## src/design/u8dec_pkg.sv

```systemverilog
`default_nettype none
package u8dec_pkg;

	typedef enum logic [1:0] {
		KIND_CP  = 2'd0,
		KIND_ERR = 2'd1,
		KIND_END = 2'd2
	} kind_t;

	// results caused by one byte: flushed errors, then an optional tail result
	typedef struct packed {
		logic [1:0]  err_cnt;
		logic        tail_valid;
		kind_t       tail_kind;
		logic [20:0] tail_cp;
	} burst_t;

	localparam logic [7:0] MASK_CONT = 8'hC0;
	localparam logic [7:0] CONT_TAG  = 8'h80;
	localparam logic [7:0] MASK_PAY  = 8'h3F;
	localparam logic [7:0] MASK_L2   = 8'h1F;
	localparam logic [7:0] MASK_L3   = 8'h0F;
	localparam logic [7:0] MASK_L4   = 8'h07;

endpackage
`default_nettype wire

```

## src/design/u8dec_in_if.sv

```systemverilog
`default_nettype none
interface u8dec_in_if;
	logic       valid;
	logic       ready;
	logic [7:0] text_byte;

	modport source (output valid, output text_byte, input ready);
	modport sink   (input valid, input text_byte, output ready);
endinterface
`default_nettype wire

```

## src/design/u8dec_out_if.sv

```systemverilog
`default_nettype none
interface u8dec_out_if;
	logic        valid;
	logic        ready;
	logic [1:0]  result_kind;
	logic [20:0] code_point;
	logic        last_of_run;

	modport source (output valid, output result_kind, output code_point, output last_of_run,
		input ready);
	modport sink   (input valid, input result_kind, input code_point, input last_of_run,
		output ready);
endinterface
`default_nettype wire

```

## src/design/utf8_stream_decoder_unit.sv

```systemverilog
// channel  role    transaction
// text     sink    one byte of the string (text_byte)
// result   source  one result (result_kind, code_point, last_of_run)
//
// one byte is taken per cycle while the output register is empty or
// sending its last result; its results sit in one output register and
// drain one per cycle while result is ready (text waits meanwhile, only for error bursts)
// a byte that yields no result leaves the output register empty and never stalls text
// arst_n clears the decoder state and empties the output register
`default_nettype none
module utf8_stream_decoder_unit
	import u8dec_pkg::*;
(
	input  wire logic  clk,
	input  wire logic  arst_n,
	u8dec_in_if.sink   text,
	u8dec_out_if.source result
);

	burst_t      burst;
	logic        text_fire;
	logic        out_fire;
	logic        out_last;

	logic        buf_valid_q;
	logic [1:0]  err_cnt_q;
	logic        tail_valid_q;
	kind_t       tail_kind_q;
	logic [20:0] tail_cp_q;

	u8dec_core u_core (
		.clk       (clk),
		.arst_n    (arst_n),
		.accept    (text_fire),
		.text_byte (text.text_byte),
		.burst     (burst)
	);

	assign out_last  = (err_cnt_q == 2'd0) || (err_cnt_q == 2'd1 && !tail_valid_q);
	assign out_fire  = result.valid && result.ready;
	assign text.ready = !buf_valid_q || (out_last && result.ready);
	assign text_fire = text.valid && text.ready;

	assign result.valid       = buf_valid_q;
	assign result.result_kind = (err_cnt_q != 2'd0) ? KIND_ERR : tail_kind_q;
	assign result.code_point  = (err_cnt_q != 2'd0) ? 21'd0 : tail_cp_q;
	assign result.last_of_run = out_last;

	always_ff @(posedge clk or negedge arst_n) begin
		if (!arst_n) begin
			buf_valid_q  <= 1'b0;
			err_cnt_q    <= 2'd0;
			tail_valid_q <= 1'b0;
		end else if (text_fire) begin
			buf_valid_q  <= (burst.err_cnt != 2'd0) || burst.tail_valid;
			err_cnt_q    <= burst.err_cnt;
			tail_valid_q <= burst.tail_valid;
		end else if (out_fire) begin
			if (err_cnt_q != 2'd0) begin
				err_cnt_q <= err_cnt_q - 2'd1;
			end else begin
				tail_valid_q <= 1'b0;
			end
			if (out_last) begin
				buf_valid_q <= 1'b0;
			end
		end
	end

	always_ff @(posedge clk) begin
		if (text_fire) begin
			tail_kind_q <= burst.tail_kind;
			tail_cp_q   <= burst.tail_cp;
		end
	end

endmodule
`default_nettype wire

```

## src/design/u8dec_core.sv

```systemverilog
`default_nettype none
module u8dec_core
	import u8dec_pkg::*;
(
	input  wire logic       clk,
	input  wire logic       arst_n,
	input  wire logic       accept,
	input  wire logic [7:0] text_byte,
	output burst_t          burst
);

	logic [23:0] held_q;
	logic [1:0]  needed_q;
	logic [1:0]  nheld_q;

	logic [23:0] held_d;
	logic [1:0]  needed_d;
	logic [1:0]  nheld_d;
	logic        is_cont;
	logic [20:0] cp_asm;
	logic [5:0]  pay;

	assign is_cont = (text_byte & MASK_CONT) == CONT_TAG;
	assign pay     = text_byte[5:0] & MASK_PAY[5:0];

	// code point from the held bytes and the final continuation byte
	always_comb begin
		case (nheld_q)
			2'd1:    cp_asm = {10'd0, held_q[4:0] & MASK_L2[4:0], pay};
			2'd2:    cp_asm = {5'd0, held_q[11:8] & MASK_L3[3:0], held_q[5:0], pay};
			2'd3:    cp_asm = {held_q[18:16] & MASK_L4[2:0], held_q[13:8], held_q[5:0], pay};
			default: cp_asm = {10'd0, held_q[4:0] & MASK_L2[4:0], pay};
		endcase
	end

	always_comb begin
		burst    = '{err_cnt: 2'd0, tail_valid: 1'b0, tail_kind: KIND_CP, tail_cp: 21'd0};
		held_d   = held_q;
		needed_d = needed_q;
		nheld_d  = nheld_q;
		if (needed_q != 2'd0 && is_cont) begin
			if (needed_q == 2'd1) begin
				burst.tail_valid = 1'b1;
				burst.tail_kind  = KIND_CP;
				burst.tail_cp    = cp_asm;
				held_d   = 24'd0;
				needed_d = 2'd0;
				nheld_d  = 2'd0;
			end else begin
				held_d   = {held_q[15:0], text_byte};
				nheld_d  = nheld_q + 2'd1;
				needed_d = needed_q - 2'd1;
			end
		end else begin
			// flush an open sequence, then treat the byte as a new lead
			burst.err_cnt = (needed_q != 2'd0) ? nheld_q : 2'd0;
			held_d   = 24'd0;
			needed_d = 2'd0;
			nheld_d  = 2'd0;
			case (text_byte) inside
				8'h00: begin
					burst.tail_valid = 1'b1;
					burst.tail_kind  = KIND_END;
				end
				[8'h01:8'h7F]: begin
					burst.tail_valid = 1'b1;
					burst.tail_kind  = KIND_CP;
					burst.tail_cp    = {14'd0, text_byte[6:0]};
				end
				[8'hC0:8'hDF]: begin
					held_d   = {16'd0, text_byte};
					nheld_d  = 2'd1;
					needed_d = 2'd1;
				end
				[8'hE0:8'hEF]: begin
					held_d   = {16'd0, text_byte};
					nheld_d  = 2'd1;
					needed_d = 2'd2;
				end
				[8'hF0:8'hF7]: begin
					held_d   = {16'd0, text_byte};
					nheld_d  = 2'd1;
					needed_d = 2'd3;
				end
				default: begin
					burst.tail_valid = 1'b1;
					burst.tail_kind  = KIND_ERR;
				end
			endcase
		end
	end

	always_ff @(posedge clk or negedge arst_n) begin
		if (!arst_n) begin
			held_q   <= 24'd0;
			needed_q <= 2'd0;
			nheld_q  <= 2'd0;
		end else if (accept) begin
			held_q   <= held_d;
			needed_q <= needed_d;
			nheld_q  <= nheld_d;
		end
	end

endmodule
`default_nettype wire
```

## src/flat_wrapper.sv

```systemverilog
// flat-port wrapper written by rule: the top's interface ports become plain ports
module utf8_stream_decoder_unit_flat import u8dec_pkg::*;
  (clk, arst_n, text_valid, text_text_byte, text_ready, result_valid, result_result_kind, result_code_point, result_last_of_run, result_ready);
  u8dec_in_if text_i ();
  u8dec_out_if result_i ();
  input  wire logic clk;
  input  wire logic arst_n;
  input wire logic [$bits(text_i.valid)-1:0] text_valid;
  input wire logic [$bits(text_i.text_byte)-1:0] text_text_byte;
  output wire logic [$bits(text_i.ready)-1:0] text_ready;
  output wire logic [$bits(result_i.valid)-1:0] result_valid;
  output wire logic [$bits(result_i.result_kind)-1:0] result_result_kind;
  output wire logic [$bits(result_i.code_point)-1:0] result_code_point;
  output wire logic [$bits(result_i.last_of_run)-1:0] result_last_of_run;
  input wire logic [$bits(result_i.ready)-1:0] result_ready;
  assign text_i.valid = text_valid;
  assign text_i.text_byte = text_text_byte;
  assign text_ready = text_i.ready;
  assign result_valid = result_i.valid;
  assign result_result_kind = result_i.result_kind;
  assign result_code_point = result_i.code_point;
  assign result_last_of_run = result_i.last_of_run;
  assign result_i.ready = result_ready;
  utf8_stream_decoder_unit u_core (.clk(clk), .arst_n(arst_n), .text(text_i), .result(result_i));
endmodule
```

## config.mk

```make
export PLATFORM = sky130hd
export DESIGN_NAME = utf8_stream_decoder_unit_flat
export DESIGN_NICKNAME = d
export VERILOG_FILES = /design/src/design/u8dec_pkg.sv /design/src/design/u8dec_in_if.sv /design/src/design/u8dec_out_if.sv /design/src/design/utf8_stream_decoder_unit.sv /design/src/design/u8dec_core.sv /design/src/flat_wrapper.sv
export SDC_FILE = /design/constraint.sdc
export NUM_CORES = 1
export LEC_CHECK = 0
export BUFFER_PORTS_ARGS = -buffer_cell sky130_fd_sc_hd__buf_2
export CORE_MARGIN = 2
export CORE_UTILIZATION = 35
export CTS_CLUSTER_SIZE = 20
export DETAILED_ROUTE_END_ITERATION = 6
export GPL_TIMING_DRIVEN = 0
export SLEW_MARGIN = 10
export SYNTH_ARGS = -nofsm -noshare
export SYNTH_HDL_FRONTEND = slang
export SYNTH_SLANG_ARGS = --single-unit
```

## constraint.sdc

```tcl
create_clock -name clk -period 4 [get_ports clk]
set_clock_uncertainty 0.15 [all_clocks]
set_input_delay 0.4 -clock clk [delete_from_list [all_inputs] [get_ports clk]]
set_output_delay 0.4 -clock clk [all_outputs]
set_load 0.01 [all_outputs]
```

==> impl_summary.log, run 1 <==
INFO  metric cell_pwr_density = 588.9 nW/µm²
INFO  metric outcome = finished, final reports clean
INFO  metric path_class = reg2reg
INFO  metric r2r_start = u_core.err_cnt_q[0]$_DFFE_PN0P_
INFO  metric worst-endpoint-arrival = 2.48 ns
INFO  metric endpoint_kind = flip-flop
INFO  metric hold_viol_final = 0
INFO  metric synthFlopType = sky130_fd_sc_hd__edfxtp_1
INFO  metric clkSinkCount = 46
INFO  metric chipHeight = 84.15 µm
INFO  metric r2r_setup_slack = 1.60 ns
INFO  metric hold-path-cell-count = 3
INFO  metric timing.critical_path.fanout_max = 32
INFO  metric max-vdd-ir-drop = 0.4123 mV
INFO  metric post_synthesis_register_bit_count = 46
INFO  metric groute.usage.overall = 12.83%
INFO  metric cts_tree = done
INFO  metric drt_drc_violations_left = 0
INFO  metric final.setup.tns = 0 ns
INFO  metric cts.clk_slew.worst_paths = 0.09 ns
INFO  metric dp_hpwl = 3033 µm
INFO  metric ys_seq_area_share = 56.32%
INFO  metric drt_iter0_markers = 95
INFO  metric count_of_antenna_diodes_in_the_layout = 0
INFO  metric max_freq = 416.5 MHz
INFO  metric die_width = 84.15 µm
INFO  metric fin_crit_sh = 60.03%
INFO  metric period_minus_slack = 2.401 ns
INFO  metric cts-buffers-inserted = 5
INFO  metric syn-mean-instance-area = 10.51 µm²
INFO  metric firstDrtPassIters = 4
INFO  metric ctsHtreeMaxLevel = 2
INFO  metric final_antenna_net_count = 0
INFO  metric dpl_worst_slack = 1.545 ns
INFO  metric grt_pass1_vias = 1527
INFO  metric netlist_instances = 214
INFO  metric rsz0062_at_grt = no
INFO  metric worst_ep_required_time = 4.08 ns
INFO  metric clockRootBuffer = sky130_fd_sc_hd__clkbuf_8
INFO  metric final_total_pwr = 1.546 mW
INFO  metric yosysUniqueCellTypes = 35
INFO  metric cts.path.max_buffers = 2
INFO  metric io-pin-count = 38
INFO  metric start_util = 35.82%
INFO  metric antenna_found_initial = 0
INFO  metric static-leakage-power = 1.208 nW
INFO  metric flow.area_growth_from_synthesis = 16.75%
INFO  metric avgViaCountPerCell = 4.714
INFO  metric hold_path_class = in2reg
INFO  metric vias = 1584
INFO  metric synth_nets = 232
INFO  metric dieArea = 7081 µm²
INFO  metric ys.warnings.count = 0
INFO  metric core_utilization_of_the_finished_layout = 41.82%
INFO  metric global_route_wire_length_before_repair = 7217 µm
INFO  metric port_buffers = 36
INFO  metric timing.hold.worst.start = text_text_byte[2]
INFO  metric share_of_final_layout_standard_cells_stronger_than_drive_strength_1 = 23.55%
INFO  metric filler_cell_count = 639
INFO  metric cp-start-kind = flip-flop
INFO  metric reg2reg_depth = 8
INFO  metric design.final.nets = 276
INFO  metric synth_async_sr_flop_share = 50.00%
INFO  metric max-cap-violations = 0
INFO  metric gpl.final_weighted_congestion = 0.8550
INFO  metric max_transition_viols_final = 0
INFO  metric overflow = 0
INFO  metric routed_wire_length_per_instance = 12.75 µm
INFO  metric crit-reg2reg-capture = u_core.u_core.held_q[9]$_DFFE_PN0P_
INFO  metric row_count = 29
INFO  metric core_area = 6277 µm²
INFO  metric layout_setup_ws = 1.599 ns
INFO  metric netlist.area_leader.share = 30.72%
INFO  metric grt_start_max_net_pins = 33
INFO  metric clkLatencyLatePin = 0.29 ns
INFO  metric tightestPinTransition = 0.6768 ns
INFO  metric synth_largest_area_cell = sky130_fd_sc_hd__edfxtp_1
INFO  metric routed_wl = 4285 µm
INFO  metric synth_area_leaders = sky130_fd_sc_hd__edfxtp_1 (31%), sky130_fd_sc_hd__dfrtp_1 (26%), sky130_fd_sc_hd__and2_1 (10%)
INFO  metric relSlewSlack = 54.88%
INFO  metric timing.hold.worst_endpoint = u_core.u_core.held_q[2]$_DFFE_PN0P_
INFO  metric report.final.setup_viol = 0
INFO  metric synth_enable_flop_cells = 23
INFO  metric post_synth_instance_area = 2248 µm²
==> kinds of logic after synthesis <==
logic type | count (synthesis) | synth area share [%]
simple gates | 115 | 27.49
flops | 46 | 56.32
compound gates | 30 | 9.238
buf+inv | 17 | 3.617
fa+ha+maj | 6 | 3.339
==> stage by stage <==
step	hold slack, ns	area (µm²)	instances
after floorplan	-0.04559	2248	214
after global placement	0.2626	2525	327
after detailed placement	0.2642	2525	327
after CTS	0.2052	2625	336
after global routing	0.2233	2625	336
final	0.2054	2625	336
==> worst max path at each step <==
stage	from	endpoint	cells after the start
after detailed placement	u_core.err_cnt_q[0]$_DFFE_PN0P_	u_core.u_core.held_q[9]$_DFFE_PN0P_	8
after floorplan	u_core.err_cnt_q[0]$_DFFE_PN0P_	u_core.tail_cp_q[0]$_DFFE_PP_	6
after global routing	u_core.err_cnt_q[0]$_DFFE_PN0P_	u_core.u_core.held_q[13]$_DFFE_PN0P_	8
final	u_core.err_cnt_q[0]$_DFFE_PN0P_	u_core.u_core.held_q[9]$_DFFE_PN0P_	8
after global placement	u_core.err_cnt_q[0]$_DFFE_PN0P_	u_core.u_core.held_q[9]$_DFFE_PN0P_	8
after CTS	u_core.err_cnt_q[0]$_DFFE_PN0P_	u_core.u_core.held_q[9]$_DFFE_PN0P_	8
==> per-layer routing <==
metal  share of wire (%)  global-route usage (%)  vias up
li1                    -                       -      816
met1                  47                   17.34      739
met2                  48                   20.71       25
met3                 3.7                   2.458        4
met4                 1.6                   4.545        0
met5                   0                       0        -
==> area by class of cell <==
class                      instances  area (µm²)  share of cell area, %
inverter                           8       30.03                  1.144
multi-input combinational        151       900.9                  34.32
clock buffer                       5       68.82                  2.622
buffer                             9       51.30                  1.954
sequential                        46        1266                  48.24
timing repair buffer              37       190.2                  7.245
tap                               77       96.34                  3.670
clock inverter                     3       21.27                 0.8103
==> cell usage after synthesis (3+ instances only) <==
| library cell | number |
|---|---|
| sky130_fd_sc_hd__and2_1 | 37 |
| sky130_fd_sc_hd__nand2_1 | 34 |
| sky130_fd_sc_hd__dfrtp_1 | 23 |
| sky130_fd_sc_hd__edfxtp_1 | 23 |
| sky130_fd_sc_hd__nand3_1 | 12 |
| sky130_fd_sc_hd__o21ai_0 | 11 |
| sky130_fd_sc_hd__nor2_1 | 9 |
| sky130_fd_sc_hd__inv_1 | 7 |
| sky130_fd_sc_hd__ha_1 | 6 |
| sky130_fd_sc_hd__a21oi_1 | 5 |
| sky130_fd_sc_hd__and3_1 | 5 |
| sky130_fd_sc_hd__nand2b_1 | 5 |
| sky130_fd_sc_hd__buf_2 | 4 |
| sky130_fd_sc_hd__nor2b_1 | 4 |
| sky130_fd_sc_hd__a32o_1 | 3 |
| sky130_fd_sc_hd__o31ai_1 | 3 |
==> report_power, final <==
group | switching [mW] | leakage [nW] | internal (mW)
clock | 0.157 | 0.0441 | 0.123
sequential | 0.0627 | 0.521 | 0.631
combinational | 0.344 | 0.643 | 0.229
==> cell usage in the layout (no fill, tap or decap), types with 3 or more instances in the layout <==
cell type	netlist	layout
sky130_fd_sc_hd__clkbuf_8	0	5
sky130_fd_sc_hd__edfxtp_1	23	23
sky130_fd_sc_hd__buf_2	4	40
sky130_fd_sc_hd__and3_1	5	5
sky130_fd_sc_hd__ha_1	6	6
sky130_fd_sc_hd__dfrtp_1	23	23
sky130_fd_sc_hd__inv_1	7	7
sky130_fd_sc_hd__and2_1	37	37
sky130_fd_sc_hd__o21ai_0	11	11
sky130_fd_sc_hd__nand2b_1	5	5
sky130_fd_sc_hd__nor2b_1	4	4
sky130_fd_sc_hd__nand2_1	34	34
sky130_fd_sc_hd__nor2_1	9	9
sky130_fd_sc_hd__a21oi_1	5	5
sky130_fd_sc_hd__o31ai_1	3	3
sky130_fd_sc_hd__nand3_1	12	12
sky130_fd_sc_hd__a32o_1	3	3
==> flip-flops by register name, indices dropped and copies added (netlist names) <==
signal                  count
u_core.tail_valid_q         1
u_core.result.valid         1
u_core.u_core.held_q       15
u_core.err_cnt_q            2
u_core.tail_cp_q           21
u_core.u_core.needed_q      2
u_core.u_core.nheld_q       2
u_core.tail_kind_q          2
==> timing repair <==
action / 4_1_cts / 5_1_grt
setup buffers: 0 / 0
endpoints found under the hold margin: 23 / 0
gates resized for setup: 0 / 0
hold buffers: 1 / 0
==> worst max-delay path, stage by stage (launching register included) <==
cell                       delay [ns]
sky130_fd_sc_hd__dfrtp_1         0.43
sky130_fd_sc_hd__inv_1           0.07
sky130_fd_sc_hd__ha_1            0.42
sky130_fd_sc_hd__nand2b_1        0.18
sky130_fd_sc_hd__o211ai_2        0.14
sky130_fd_sc_hd__inv_2           0.08
sky130_fd_sc_hd__buf_2           0.54
sky130_fd_sc_hd__nand3_1         0.20
sky130_fd_sc_hd__nand2_1         0.11
Note: power is estimated with default switching activity, not from simulation.
==> run 2: changes to the inputs <==
Clock period 4 ns to 2.1 ns, I/O delays scaled along.
==> impl_summary.log, run 2 (synthesis results as in run 1) <==
INFO  metric outcome = finished, final reports clean
INFO  metric relSlewSlack = 58.88% (+4.0 points)
INFO  metric r2r_start = u_core.u_core.needed_q[0]$_DFFE_PN0P_
INFO  metric path_class = reg2out
INFO  metric ctsHtreeMaxLevel = 2 (unchanged)
INFO  metric hold_viol_final = 0 (unchanged)
INFO  metric vias = 1579 (-0.32%)
INFO  metric dieArea = 7081 µm² (unchanged)
INFO  metric rsz0062_at_grt = no
INFO  metric largest_reg_flops = 21 (unchanged)
INFO  metric avgViaCountPerCell = 4.699 (-0.32%)
INFO  metric grt_pass1_vias = 1530 (+0.20%)
INFO  metric registers.top_by_ff_count = u_core.tail_cp_q
INFO  metric critical_path.most_common_cell = sky130_fd_sc_hd__nand2_1
INFO  metric firstDrtPassIters = 4 (unchanged)
INFO  metric hold_slack = 0.01910 ns (-0.1863 ns)
INFO  metric cts_tree = done
INFO  metric final_common_cell = sky130_fd_sc_hd__buf_2
INFO  metric max_transition_viols_final = 0 (unchanged)
INFO  metric fin_crit_sh = 96.40%
INFO  metric cell_pwr_density = 1131 nW/µm² (+92%)
INFO  metric chipHeight = 84.15 µm (unchanged)
INFO  metric worst-endpoint-arrival = 1.66 ns (-0.82 ns)
INFO  metric routed_wl = 4286 µm (about the same)
INFO  metric clkLatencyLatePin = 0.29 ns (about the same)
INFO  metric most-common-layout-cells = sky130_fd_sc_hd__buf_2 (39), sky130_fd_sc_hd__and2_1 (37), sky130_fd_sc_hd__nand2_1 (34), sky130_fd_sc_hd__dfrtp_1 (23), sky130_fd_sc_hd__edfxtp_1 (23)
INFO  metric drt_iter0_markers = 91 (-4.2%)
INFO  metric crit_chain = ha_1, nor2b_2, or2_2, nand2_1, nand2_1, buf_2
INFO  metric die_width = 84.15 µm (unchanged)
INFO  metric timing.hold.worst.start = text_text_byte[2]
INFO  metric antenna_found_initial = 0 (unchanged)
INFO  metric io-pin-count = 38 (unchanged)
INFO  metric port_buffers = 36 (unchanged)
INFO  metric routed_wire_length_per_instance = 12.76 µm (about the same)
INFO  metric endpoint_kind = output port
INFO  metric start_util = 35.82% (unchanged)
INFO  metric tightestPinTransition = 0.6115 ns (-0.06530 ns)
INFO  metric period_minus_slack = 2.024 ns
INFO  metric filler_cell_count = 638 (-0.16%)
INFO  metric clockRootBuffer = sky130_fd_sc_hd__clkbuf_8
INFO  metric static-leakage-power = 1.215 nW (+0.59%)
INFO  metric drt_drc_violations_left = 0 (unchanged)
INFO  metric final_cell_count_no_fill = 336 (unchanged)
INFO  metric worst_ep_required_time = 1.74 ns (-2.34 ns)
INFO  metric regArea = 1266 µm² (unchanged)
INFO  metric critical_path.startpoint = u_core.err_cnt_q[0]$_DFFE_PN0P_
INFO  metric cts.path.max_buffers = 2 (unchanged)
INFO  metric core_utilization_of_the_finished_layout = 42.34% (+0.52 points)
INFO  metric max_freq = 494.0 MHz
INFO  metric groute.usage.overall = 12.83% (unchanged)
INFO  metric global_route_wire_length_before_repair = 7217 µm (unchanged)
INFO  metric hold_path_class = in2reg
INFO  metric core_area = 6277 µm² (unchanged)
INFO  metric count_of_antenna_diodes_in_the_layout = 0 (unchanged)
INFO  metric place_inst = 327 (unchanged)
INFO  metric multi_input_area = 924.6 µm² (+2.6%)
INFO  metric overflow = 0 (unchanged)
INFO  metric report.final.setup_viol = 0 (unchanged)
INFO  metric cp-start-kind = flip-flop
INFO  metric cts.clk_slew.worst_paths = 0.09 ns (about the same)
INFO  metric timing.critical_path.fanout_max = 4 (-88%)
INFO  metric share_of_final_layout_standard_cells_stronger_than_drive_strength_1 = 25.10% (+1.5 points)
INFO  metric final_antenna_net_count = 0 (unchanged)
INFO  metric max-cap-violations = 0 (unchanged)
INFO  metric path_delay_family = simple AND/OR/NAND/NOR gates
INFO  metric row_count = 29 (unchanged)
INFO  metric grt_start_max_net_pins = 33 (unchanged)
INFO  metric dp_hpwl = 3033 µm (unchanged)
INFO  metric cts-buffers-inserted = 5 (unchanged)
INFO  metric critical-path-slowest-cell = sky130_fd_sc_hd__dfrtp_1
INFO  metric max-vdd-ir-drop = 0.7948 mV (+93%)
INFO  metric top_regs = u_core.tail_cp_q: 21 flops, u_core.u_core.held_q: 15 flops
INFO  metric flow.area_growth_from_synthesis = 18.20%
INFO  metric design.final.nets = 276 (unchanged)
INFO  metric critical_path_buf_inv_count = 1 (-2)
INFO  metric slowest_delay = 0.43 ns (-0.11 ns)
INFO  metric clkSinkCount = 46 (unchanged)
INFO  metric gpl.final_weighted_congestion = 0.8550 (unchanged)
[run 2: cell counts in the layout (fill, tap and decap cells not counted)]
No cell type changed its count.
[run 2: worst paths after layout]
check,to,slack [ns],cells after the start
setup / recovery,text_ready,0.08,6
hold / removal,u_core.u_core.held_q[2]$_DFFE_PN0P_,0.02,3
setup reg to reg,u_core.tail_cp_q[15]$_SDFFCE_PN0P_,0.19,6
hold reg to reg,u_core.u_core.held_q[13]$_DFFE_PN0P_,0.31,2
max in group asynchronous,u_core.u_core.held_q[8]$_DFFE_PN0P_,1.16,2
min in group asynchronous,u_core.u_core.held_q[0]$_DFFE_PN0P_,0.28,2
[run 2: metal layers]
| layer | track usage, % | up-vias | part of all wire (%) |
|---|---|---|---|
| met2 | 20.78 | 27 | 48 |
| li1 | - | 814 | - |
| met5 | 0 | - | 0 |
| met1 | 17.28 | 734 | 46 |
| met3 | 2.458 | 4 | 3.7 |
| met4 | 4.545 | 0 | 1.6 |
[run 2: area by class of cell]
| type | count | share of cell area, % |
|---|---|---|
| Buffer | 9 | 2.260 |
| Multi-Input combinational cell | 151 | 34.79 |
| Clock buffer | 5 | 2.589 |
| Sequential cell | 46 | 47.65 |
| Tap cell | 77 | 3.625 |
| Clock inverter | 3 | 0.8004 |
| Inverter | 8 | 1.130 |
| Timing Repair Buffer | 37 | 7.156 |
[run 2: tightest hold or removal path: cells and delay by family]
kind            cells  cell delay [ns]
buf+inv             1             0.11
compound gates      1             0.06
simple gates        1             0.05
[run 2: repair_timing]
| action | CTS | global route |
|---|---|---|
| pin swaps | 0 | 0 |
| hold endpoints to repair | 23 | 0 |
| setup endpoints to repair | 55 | 37 |
| buffers inserted | 0 | 0 |
| resized for setup | 4 | 4 |
| hold buffers | 1 | 0 |
[run 2: where the power goes]
group / internal (mW) / switching, mW / leakage (nW)
registers: 1.20 / 0.121 / 0.521
clock network: 0.234 / 0.293 / 0.0441
logic: 0.479 / 0.679 / 0.650
[run 2: through the flow]
stage / power [mW] / setup TNS [ns] / worst slack, ns / area [µm²]
5_1_grt: 3.242 / 0 / 0.003318 / 2658
2_1_floorplan: 2.069 / 0 / 0.1298 / 2248
3_3_place_gp: 2.440 / -9.864 / -0.3296 / 2525
3_5_place_dp: 2.460 / -10.45 / -0.3552 / 2525
4_1_cts: 3.000 / 0 / 0.009035 / 2633
6_report: 3.005 / 0 / 0.07562 / 2658
==> run 3: changes to the inputs <==
Settings changed: HOLD_SLACK_MARGIN set to 0.1.
==> impl_summary.log, run 3 (synthesis results as in run 1) <==
INFO  metric hold-path-cell-count = 3 (unchanged)
INFO  metric cts.path.max_buffers = 2 (unchanged)
INFO  metric final_common_cell = sky130_fd_sc_hd__buf_2
INFO  metric r2r_start = u_core.u_core.needed_q[0]$_DFFE_PN0P_
INFO  metric clockRootBuffer = sky130_fd_sc_hd__clkbuf_8
INFO  metric critical_path.most_common_cell = sky130_fd_sc_hd__nand2_1
INFO  metric die_width = 84.15 µm (unchanged)
INFO  metric overflow = 0 (unchanged)
INFO  metric clkLatencyLatePin = 0.29 ns (about the same)
INFO  metric groute.usage.overall = 12.95% (+0.12 points)
INFO  metric multi_input_area = 924.6 µm² (unchanged)
INFO  metric chipHeight = 84.15 µm (unchanged)
INFO  metric final_total_pwr = 3.020 mW (+0.51%)
INFO  metric worst_ep_required_time = 1.74 ns (about the same)
INFO  metric cp-start-kind = flip-flop
INFO  metric internal-power = 1.919 mW (+0.36%)
INFO  metric clkSinkCount = 46 (unchanged)
INFO  metric count_of_antenna_diodes_in_the_layout = 0 (unchanged)
INFO  metric global_route_wire_length_before_repair = 7279 µm (+0.86%)
INFO  metric use_met3 = 2.458% (unchanged)
INFO  metric power.share.combinational = 38.7% (+0.2 points)
INFO  metric busiest_layer = met2
INFO  metric final_antenna_net_count = 0 (unchanged)
INFO  metric dp_hpwl = 3033 µm (unchanged)
INFO  metric drt_iter0_markers = 83 (-8.8%)
INFO  metric vias = 1617 (+2.4%)
INFO  metric critical-path-slowest-cell = sky130_fd_sc_hd__dfrtp_1
INFO  metric hold_viol_final = 0 (unchanged)
INFO  metric path_delay_family = simple AND/OR/NAND/NOR gates
INFO  metric groute.layer.met1.usage = 17.41% (+0.13 points)
INFO  metric port_buffers = 36 (unchanged)
INFO  metric crit-reg2reg-capture = u_core.tail_cp_q[15]$_SDFFCE_PN0P_
INFO  metric cts_tree = done
INFO  metric gpl.final_weighted_congestion = 0.8550 (unchanged)
INFO  metric final_cell_count_no_fill = 342 (+1.8%)
INFO  metric relSlewSlack = 59.32% (+0.44 points)
INFO  metric crit_cells = 6 (unchanged)
INFO  metric grt_start_max_net_pins = 33 (unchanged)
INFO  metric core_area = 6277 µm² (unchanged)
INFO  metric dpl_worst_slack = -0.3552 ns (unchanged)
INFO  metric max_transition_viols_final = 0 (unchanged)
INFO  metric regArea = 1266 µm² (unchanged)
INFO  metric top_regs = u_core.tail_cp_q: 21 flops, u_core.u_core.held_q: 15 flops
INFO  metric period_minus_slack = 2.025 ns (+0.001090 ns)
INFO  metric static-leakage-power = 1.240 nW (+2.1%)
INFO  metric crit_chain = ha_1, nor2b_2, or2_2, nand2_1, nand2_1, buf_2
INFO  metric row_count = 29 (unchanged)
INFO  metric r2r_setup_slack = 0.20 ns (about the same)
INFO  metric grt_pass1_vias = 1543 (+0.85%)
INFO  metric outcome = finished, final reports clean
INFO  metric firstDrtPassIters = 4 (unchanged)
INFO  metric tightestPinTransition = 0.6051 ns (-0.006479 ns)
INFO  metric antenna_found_initial = 0 (unchanged)
INFO  metric timing.critical_path.fanout_max = 4 (unchanged)
INFO  metric most-common-layout-cells = sky130_fd_sc_hd__buf_2 (39), sky130_fd_sc_hd__and2_1 (37), sky130_fd_sc_hd__nand2_1 (34), sky130_fd_sc_hd__dfrtp_1 (23), sky130_fd_sc_hd__edfxtp_1 (23)
INFO  metric registers.top_by_ff_count = u_core.tail_cp_q
INFO  metric p_switching = 1.101 mW (+0.76%)
INFO  metric layout_setup_ws = 0.07453 ns (-0.001090 ns)
INFO  metric share_seq_of_total_power = 43.7% (-0.2 points)
INFO  metric dieArea = 7081 µm² (unchanged)
INFO  metric cell_pwr_density = 1111 nW/µm² (-1.7%)
INFO  metric finish.instance_area = 2718 µm² (+2.3%)
INFO  metric hold_slack = 0.1220 ns (+0.1029 ns)
INFO  metric reg2reg_depth = 6 (unchanged)
INFO  metric design.final.nets = 282 (+2.2%)
INFO  metric drt_drc_violations_left = 0 (unchanged)
INFO  metric io-pin-count = 38 (unchanged)
INFO  metric avgViaCountPerCell = 4.728 (+0.61%)
INFO  metric filler_cell_count = 637 (-0.16%)
INFO  metric timing.hold.worst.start = result_ready
INFO  metric start_util = 35.82% (unchanged)
INFO  metric slowest_delay = 0.43 ns (about the same)
INFO  metric endpoint_kind = output port
INFO  metric share_of_final_layout_standard_cells_stronger_than_drive_strength_1 = 24.53% (-0.57 points)
INFO  metric timing.hold.worst_endpoint = u_core.result.valid$_DFFE_PN0P_
INFO  metric rsz0062_at_grt = no
INFO  metric cts-buffers-inserted = 5 (unchanged)
INFO  metric place_inst = 327 (unchanged)
INFO  metric critical_path_buf_inv_count = 1 (unchanged)
INFO  metric max-cap-violations = 0 (unchanged)
INFO  metric place_area = 2525 µm² (unchanged)
INFO  metric ctsHtreeMaxLevel = 2 (unchanged)
INFO  metric max_freq = 493.7 MHz (about the same)
INFO  metric worst-endpoint-arrival = 1.67 ns (about the same)
INFO  metric routed_wire_length_per_instance = 12.91 µm (+1.2%)
INFO  metric flow.area_growth_from_synthesis = 20.87%
INFO  metric cts.clk_slew.worst_paths = 0.08 ns (about the same)
INFO  metric largest_reg_flops = 21 (unchanged)
INFO  metric hold_path_class = in2reg
INFO  metric max-vdd-ir-drop = 0.7986 mV (+0.48%)
INFO  metric path_class = reg2out
INFO  metric fin_crit_sh = 96.45% (about the same)
INFO  metric report.final.setup_viol = 0 (unchanged)
INFO  metric power.share.clock = 17.6% (about the same)
INFO  metric use_met2 = 21.07% (+0.29 points)
INFO  metric routed_wl = 4416 µm (+3.0%)
INFO  metric netSwitchingFraction = 36.46% (+0.090 points)
run 3: cell count changes in the layout (fill, tap and decap cells not counted):
| cell | change |
|---|---|
| sky130_fd_sc_hd__dlygate4sd3_1 | +6 |
run 3: power by group through the flow:
stage	sequential, mW	combinational (mW)	clock (mW)
floorplan	1.31	0.758	0
global placement	1.34	1.10	0
detailed placement	1.34	1.12	0
CTS	1.32	1.14	0.544
global route	1.34	1.32	0.588
finish	1.32	1.17	0.531
run 3: layout make-up:
cell class / count / share of cell area (%)
Clock inverter: 3 / 0.7827
Tap cell: 77 / 3.545
Inverter: 8 / 1.105
Clock buffer: 5 / 2.532
Buffer: 9 / 2.210
Sequential cell: 46 / 46.59
Multi-Input combinational cell: 151 / 34.02
Timing Repair Buffer: 43 / 9.208
run 3: how the worst max path moves through the flow:
stage | start | end | slack [ns]
2_1_floorplan | u_core.err_cnt_q[0]$_DFFE_PN0P_ | u_core.tail_cp_q[0]$_DFFE_PP_ | 0.13
3_3_place_gp | u_core.err_cnt_q[0]$_DFFE_PN0P_ | u_core.u_core.held_q[9]$_DFFE_PN0P_ | -0.33
3_5_place_dp | u_core.err_cnt_q[0]$_DFFE_PN0P_ | u_core.u_core.held_q[9]$_DFFE_PN0P_ | -0.36
4_1_cts | u_core.err_cnt_q[0]$_DFFE_PN0P_ | u_core.tail_cp_q[13]$_SDFFCE_PN0P_ | 0.009
5_1_grt | u_core.err_cnt_q[0]$_DFFE_PN0P_ | text_ready | 0.003
6_report | u_core.err_cnt_q[0]$_DFFE_PN0P_ | text_ready | 0.07
run 3: through the flow:
step	TNS, ns	util, %
final	0	43.29
after global routing	0	43.29
after CTS	0	42.89
after detailed placement	-10.45	40.22
after global placement	-9.864	40.22
after floorplan	0	-
run 3: timing repair:
action,4_1_cts,5_1_grt
setup endpoints to repair,55,37
endpoints found under the hold margin,32,0
gates resized for setup,4,4
hold buffers,7,0
setup buffers,0,0
run 3: routing by layer:
metal,wire length (µm),vias up
met3,170,6
met1,2044,749
met5,0,-
met4,71,0
li1,-,827
met2,2130,35
run 3: worst register-to-register path, cell delays in order (launching register included):
cell                      delay (ns)
sky130_fd_sc_hd__dfrtp_1        0.38
sky130_fd_sc_hd__inv_1          0.06
sky130_fd_sc_hd__ha_1           0.26
sky130_fd_sc_hd__or3b_4         0.44
sky130_fd_sc_hd__nor2_2         0.13
sky130_fd_sc_hd__o21a_1         0.22
sky130_fd_sc_hd__and2_1         0.15
